**src/hdl/vrt_pkg.sv**
```systemverilog
package vrt_pkg;

  localparam int unsigned MAX_ITEMS_DEF = 64;
  localparam int unsigned CNT_W = 7;
  localparam int unsigned POS_W = 6;
  localparam int unsigned VAL_W = 64;

  typedef struct packed {
    logic [VAL_W-1:0] value_bits;
    logic             last_value;
  } in_t;

  typedef struct packed {
    logic [POS_W-1:0] position;
    logic [CNT_W-1:0] rank;
    logic             last_rank;
    logic             overflowed;
  } out_t;

  typedef struct packed {
    logic             valid;
    logic [VAL_W-1:0] key;
    logic [CNT_W-1:0] cnt;
    logic [CNT_W-1:0] tgt;
  } tok_t;

  typedef enum logic [1:0] {
    ST_LOAD,
    ST_DRAIN,
    ST_OUT
  } state_t;

  function automatic logic is_nan(input logic [VAL_W-1:0] b);
    return (b[62:52] == 11'h7FF) && (b[51:0] != 52'd0);
  endfunction

  // unsigned compare order; both zeros map to the same key
  function automatic logic [VAL_W-1:0] to_key(input logic [VAL_W-1:0] b);
    logic [VAL_W-1:0] k;
    if (b[62:0] == 63'd0) begin
      k = {1'b1, 63'd0};
    end else if (b[63]) begin
      k = ~b;
    end else begin
      k = {1'b1, b[62:0]};
    end
    return k;
  endfunction

endpackage

```
**src/hdl/vrt_cell.sv**
```systemverilog
module vrt_cell
  import vrt_pkg::*;
#(
  parameter int unsigned CELL_IDX = 0
) (
  input  logic             clk,
  input  logic             rst,
  input  tok_t             tok_in,
  output tok_t             tok_out,
  input  logic             shift,
  input  logic [CNT_W-1:0] rank_in,
  output logic [CNT_W-1:0] rank_out
);

  localparam logic [CNT_W-1:0] IDX = CNT_W'(CELL_IDX);

  logic [VAL_W-1:0] key;
  logic [CNT_W-1:0] rank;
  logic             here;
  logic             tok_less;

  assign here     = tok_in.valid && (tok_in.tgt == IDX);
  assign tok_less = tok_in.key < key;
  assign rank_out = rank;

  always_ff @(posedge clk) begin
    tok_out.key <= tok_in.key;
    tok_out.tgt <= tok_in.tgt;
    tok_out.cnt <= (tok_in.valid && !tok_less) ? tok_in.cnt + CNT_W'(1) : tok_in.cnt;
    if (here) begin
      key  <= tok_in.key;
      rank <= tok_in.cnt + CNT_W'(1);
    end else if (shift) begin
      rank <= rank_in;
    end else if (tok_in.valid && tok_less) begin
      rank <= rank + CNT_W'(1);
    end
    if (rst) begin
      tok_out.valid <= 1'b0;
    end else begin
      tok_out.valid <= tok_in.valid && !here;
    end
  end

endmodule

```
**config.mk**
```make
export PLATFORM = sky130hd
export DESIGN_NAME = vrt_cell
export DESIGN_NICKNAME = d
export VERILOG_FILES = /design/src/hdl/vrt_pkg.sv /design/src/hdl/vrt_cell.sv
export SDC_FILE = /design/constraint.sdc
export NUM_CORES = 1
export LEC_CHECK = 0
export ABC_CLOCK_PERIOD_IN_PS = 4500
export BUFFER_PORTS_ARGS = -buffer_cell sky130_fd_sc_hd__buf_4
export CAP_MARGIN = 20
export CORE_MARGIN = 2
export CORE_UTILIZATION = 45
export CTS_BUF_LIST = sky130_fd_sc_hd__clkbuf_8
export DETAILED_ROUTE_END_ITERATION = 7
export PLACE_DENSITY = 0.78
export SETUP_SLACK_MARGIN = 0.3
export SYNTH_ARGS = -nofsm -noshare
export SYNTH_HDL_FRONTEND = slang
export SYNTH_SLANG_ARGS = --single-unit
```
**constraint.sdc**
```tcl
create_clock -name clk -period 4.5 [get_ports clk]
set_input_delay 0.225 -clock clk [delete_from_list [all_inputs] [get_ports clk]]
set_output_delay 0.225 -clock clk [all_outputs]
set_load 0.01 [all_outputs]
```
==> reports/metrics.yaml, run 1 <==
route:
  drt-pass1-iter-count: 5
  wl_um: 13190
  postRouteAntennaNets: 0
  viasPerCell: 4.732
  drtIter0Drc: 231
  via_count: 4297
  wl_per_cell_um: 14.52
  drc: 0
setup_path:
  arrival_ns: 3.27
  crit_required_ns: 4.64
  cp_max_fo: 34
  startpoint_type: "primary input"
  critPathKind: "primary input to flop"
  endpoint_kind: "flop"
timing:
  fin_crit_ns: 3.136
  tightest_slew_ns: 0.6987
  clock_skew_ns: 0.009387
  max_freq_mhz: 318.9
  finalSetupViolations: 0
  maxSlewViolCount: 0
  finalCritPeriodShare_pct: 69.69
  rsz0062_at_grt: "no"
  timing.setup.tns_ns: 0
  slew_headroom_pct: 53.35
  hold-worst-slack_ns: 0.1413
  hold_viol: 0
placement:
  portBuffers: 174
  place_area_sq_um: 7401
  routabilityCongestion: 0.7595
  dp_hpwl_um: 8997
clock_tree:
  root_buffer: "clkbuf_8"
  cts_resized: 0
  cts_buffer_depth: 2
  clkSinkCount: 150
  post_cts_buffers: 0
  cts_hold_buf: 79
  clk_pin_slew_ns: 0.08
  cts_tree: "yes"
  clkLatencyLatePin_ns: 0.45
  cts_buffers: 17
  h-tree-depth: 4
logic_synthesis:
  ys_seq_area_share_pct: 63.30
  synth_nets: 606
  synth_seq_cells: 150
  synth_top_area_cell: "edfxtp_1"
  postSynth.asyncResetShare_pct: 0
  synth_area_sq_um: 5867
  synthTopCellsByCount: "dfxtp_1, edfxtp_1, ha_1"
  synth_top_area_share_pct: 36.34
  yosys-top-cells-area: "edfxtp_1, dfxtp_1, ha_1"
  syn_area_per_cell_sq_um: 12.98
  synth.most_common_cell: "dfxtp_1"
  ys_types: 43
  synth_edf_count: 71
  synthCells: 452
  synth_flop_cell: "dfxtp_1"
  synth_warnings: 0
finish:
  stdcell_area_sq_um: 8613
  drive_above_1_share_pct: 30.03
  layout.nets: 877
  diodes: 0
  area_growth_pct: 46.81
  final_util_pct: 67.98
floorplan:
  core_area_sq_um: 12670
  num_rows: 41
  ios: 175
  die_area_sq_um: 13970
  die_x_um: 118.2
  fp.dieH_um: 118.2
  initial_core_util_pct: 46.30
power_and_ir_drop:
  power_mw: 2.936
  ir_worst_vdd_v: 0.0002105
  leakage_nw: 3.969
  power.density_nw_per_um2: 340.9
run:
  maxCapViolCount: 0
grt:
  overflow: 0
  grt_pass1_wl_um: 21210
  track_usage_pct: 19.40
  grt_max_degree: 35
  grt_antenna_before_repair: 0
  grt_pass1_vias: 4483
hold_path:
  hold_class: "primary input to flop"
outcome:
  status: "finished clean"
[critical path, stage by stage]
cell	delay, ns
dlygate4sd3_1	0.54
buf_4	0.14
or4_1	0.53
nor4_1	0.44
nand2_1	0.41
inv_2	0.64
buf_12	0.30
[layout by cell type (no fill, tap or decap), types with 2 or more instances in the layout]
cell / count
buf_4: 174
dlygate4sd3_1: 79
dfxtp_1: 79
edfxtp_1: 71
ha_1: 65
inv_1: 64
a21oi_1: 35
nand2_1: 31
clkbuf_8: 20
nor2_1: 14
xor2_1: 12
o21ai_0: 9
nand3_1: 8
nand4_1: 8
mux2i_1: 5
and3_1: 5
xnor2_1: 4
o21ai_1: 4
inv_4: 4
bufinv_16: 3
clkinv_2: 3
inv_2: 2
nor4_4: 2
and4_1: 2
nor3b_1: 2
o21a_1: 2
nor3_1: 2
nor2b_1: 2
a21oi_2: 2
a2111oi_4: 2
[through the flow]
step                std cells  setup WS [ns]
floorplan                 452          1.880
global placement          797          1.599
detailed placement        797          1.475
CTS                       908          1.424
global route              908          1.223
finish                    908          1.364
[power breakdown]
group / internal [mW] / switching [mW]
Clock: 0.591 / 0.494
Combinational: 0.201 / 0.150
Sequential: 1.48 / 0.0220
[area by class of cell]
class / instances / area, sq um
inverter: 66 / 247.7
clock buffer: 20 / 275.3
sequential: 150 / 3714
multi-input combinational: 234 / 1898
fill: 867 / 4058
timing repair buffer: 254 / 2117
clock inverter: 12 / 146.4
tap: 172 / 215.2
[flip-flops by register name, summed over array words and instances, names as in the netlist]
register,flops
rank_out,7
tok_out,79
key,64
[metal layers]
metal	track usage, %	routed length [um]	up-vias
met5	0	0	-
met4	8.208	294	0
met3	5.550	763	28
met2	33.60	6620	143
met1	22.39	5509	2008
li1	-	-	2118
[logic make-up after synthesis]
group / after synthesis / share of synthesized area [%]
xor gates and xnor gates: 16 / 2.388
adders and majority gates: 65 / 13.86
DFF: 150 / 63.30
and+or+nand+nor: 81 / 7.400
buffers and inverters: 68 / 4.351
AOI/OAI and AO/OA: 66 / 7.593
muxes: 6 / 1.109
[final timing paths]
check / from / endpoint / slack (ns) / cells past startpoint
max reg2reg: key[9]$_DFFE_PP_ / rank_out[6]$_DFFE_PP_ / 1.49 / 9
min: tok_in[78] / tok_out[78]$_SDFF_PP0_ / 0.14 / 3
min reg2reg: rank_out[0]$_DFFE_PP_ / rank_out[0]$_DFFE_PP_ / 0.85 / 3
max: tok_in[4] / key[15]$_DFFE_PP_ / 1.36 / 7
Power figures use the tool's default switching activity.
==> inputs of run 2 (changes only) <==
--- a/config.mk
+++ b/config.mk
@@ -5,14 +5,14 @@
 export SDC_FILE = /design/constraint.sdc
 export NUM_CORES = 1
 export LEC_CHECK = 0
-export ABC_CLOCK_PERIOD_IN_PS = 4500
+export ABC_CLOCK_PERIOD_IN_PS = 2600
 export BUFFER_PORTS_ARGS = -buffer_cell sky130_fd_sc_hd__buf_4
 export CAP_MARGIN = 20
 export CORE_MARGIN = 2
 export CORE_UTILIZATION = 45
 export CTS_BUF_LIST = sky130_fd_sc_hd__clkbuf_8
 export DETAILED_ROUTE_END_ITERATION = 7
-export PLACE_DENSITY = 0.78
+export PLACE_DENSITY = 0.81
 export SETUP_SLACK_MARGIN = 0.3
 export SYNTH_ARGS = -nofsm -noshare
 export SYNTH_HDL_FRONTEND = slang
==> constraint.sdc (replaced) <==
create_clock -name clk -period 2.6 [get_ports clk]
set_input_delay 0.13 -clock clk [delete_from_list [all_inputs] [get_ports clk]]
set_output_delay 0.13 -clock clk [all_outputs]
set_load 0.01 [all_outputs]
==> run 2 against run 1 <==
  * Final area grew 5.0%
  * First-iteration DRC count down 9.1%
  * Global-route usage grew 3.1 points
  * Clock skew grew 0.0036 ns
  * Power grew 75%
  * Via count up 5.5%
  * Worst setup slack got worse by 1.3 ns
  * Hold slack got worse by 0.089 ns
  * Clock power rose by 71%
  * Non-clock buffer count up 11
  * Die area stayed put
  * Critical path type is now flop to flop
  * Critical endpoint is now tok_out[8]$_DFF_P_
  * Highest routed layer unchanged
==> reports/metrics.yaml, run 2 (synthesis gave the netlist of run 1 again) <==
outcome:
  status: "finished clean"
finish:
  area_growth_pct: 54.21
  regMostFlops: "tok_out"
  final-seq-area_sq_um: 3714  # unchanged
  diodes: 0  # unchanged
  final_common_cell: "buf_4"
  multiInputGateArea_sq_um: 2246  # +18%
  drive_above_1_share_pct: 36.81  # +6.8 points
  layout.nets: 888  # +1.3%
  fill_cells: 850  # -2.0%
  final_util_pct: 71.40  # +3.4 points
  largest_reg_flops: 79  # unchanged
  most-common-layout-cells: "buf_4, dlygate4sd3_1, dfxtp_1, edfxtp_1, inv_1"
grt:
  grt_pass1_vias: 4775  # +6.5%
  grt_antenna_before_repair: 0  # unchanged
  grt_pass1_wl_um: 24120  # +14%
  grt_max_degree: 25  # -29%
  overflow: 0  # unchanged
  track_usage_pct: 22.55  # +3.1 points
clock_tree:
  cts_tree: "yes"
  h-tree-depth: 4  # unchanged
  clk_pin_slew_ns: 0.08  # about the same
  cts_buffers: 17  # unchanged
  clkLatencyLatePin_ns: 0.47  # +0.02 ns
  cts_buffer_depth: 2  # unchanged
  root_buffer: "clkbuf_8"
  clkSinkCount: 150  # unchanged
placement:
  routabilityCongestion: 0.8103  # +6.7%
  dp_hpwl_um: 9438  # +4.9%
  portBuffers: 174  # unchanged
floorplan:
  num_rows: 41  # unchanged
  die_area_sq_um: 13970  # unchanged
  core_area_sq_um: 12670  # unchanged
  ios: 175  # unchanged
  die_x_um: 118.2  # unchanged
  fp.dieH_um: 118.2  # unchanged
  initial_core_util_pct: 46.30  # unchanged
route:
  drtIter0Drc: 210  # -9.1%
  wl_per_cell_um: 17.14  # +18%
  wl_um: 15750  # +19%
  drt-pass1-iter-count: 4  # -1
  viasPerCell: 4.935  # +4.3%
  drc: 0  # unchanged
  postRouteAntennaNets: 0  # unchanged
  via_count: 4535  # +5.5%
setup_path:
  startpoint_type: "flop"
  cp_max_fo: 3  # -91%
  crit_required_ns: 2.95  # -1.69 ns
  critPathKind: "flop to flop"
  endpoint_kind: "flop"
  arrival_ns: 2.90  # -0.37 ns
  r2r_slack_ns: 0.05  # -1.44 ns
power_and_ir_drop:
  ir_worst_vdd_v: 0.0002936  # +40%
  leakage_nw: 4.033  # +1.6%
  power.density_nw_per_um2: 566.4  # +66%
timing:
  tightest_slew_ns: 0.4930  # -0.2057 ns
  maxSlewViolCount: 0  # unchanged
  timing.setup.tns_ns: 0  # unchanged
  fin_crit_ns: 2.549
  clock_skew_ns: 0.01294  # +0.003555 ns
  finalCritPeriodShare_pct: 98.05
  rsz0062_at_grt: "yes"
  slew_headroom_pct: 66.93  # +14 points
  finalSetupViolations: 0  # unchanged
  hold_viol: 0  # unchanged
  max_freq_mhz: 392.3
run:
  maxCapViolCount: 0  # unchanged
hold_path:
  hold_class: "primary input to flop"
==> run 2: per-layer routing <==
metal,wire [um],track usage [%]
met3,984,7.191
met2,8241,39.67
met4,405,9.036
met1,6117,25.22
met5,0,0
==> run 2: what timing repair did <==
action,CTS,global route
resized for setup,31,24
cloned,0,0
hold buffers,78,1
pin swaps,23,8
setup endpoints to repair,14,14
hold endpoints to repair,144,2
buffers inserted,2,3
==> run 2: where the power goes <==
group	leakage [nW]	switching (mW)	internal [mW]
combinational	2.51	0.296	0.381
clock	0.213	0.886	0.964
sequential	1.31	0.0386	2.56
total	4.03	1.22	3.90
==> run 2: final cells by class <==
cell class / instances / area share (%)
sequential: 150 / 41.05
multi-input combinational: 234 / 24.82
timing repair buffer: 265 / 24.49
inverter: 66 / 2.766
clock buffer: 18 / 2.738
tap: 172 / 2.379
clock inverter: 14 / 1.756
==> run 2: final timing paths <==
| kind | from | depth (start not counted) | to |
|---|---|---|---|
| worst min register to register | rank_out[0]$_DFFE_PP_ | 3 | rank_out[0]$_DFFE_PP_ |
| worst max register to register | key[47]$_DFFE_PP_ | 9 | tok_out[8]$_DFF_P_ |
| worst min-delay path | rank_in[4] | 3 | rank_out[4]$_DFFE_PP_ |
| worst max-delay path | key[47]$_DFFE_PP_ | 9 | tok_out[8]$_DFF_P_ |
==> run 2: worst max-delay path: stages (launching register included) <==
cell and delay [ns]:
edfxtp_1 0.35, inv_1 0.06, ha_1 0.33, nand4_1 0.25
nor3b_2 0.36, nand3_2 0.15, nor4_4 0.23, a2111oi_4 0.14
a21oi_2 0.25, mux2_4 0.32
==> run 2: per-stage QoR <==
step                      cell area [sq um]  power, mW  instances  setup slack, ns  hold slack, ns
after floorplan                        5888      2.846        452           0.1533          0.1577
after global placement                 7480      3.145        803          0.02665          0.2415
after detailed placement               7480      3.163        803         -0.09175          0.2421
after CTS                              8877      5.104        915           0.1575         -0.2304
after global routing                   9047      5.305        919         -0.06976         0.03047
final                                  9047      5.124        919          0.05080         0.05252
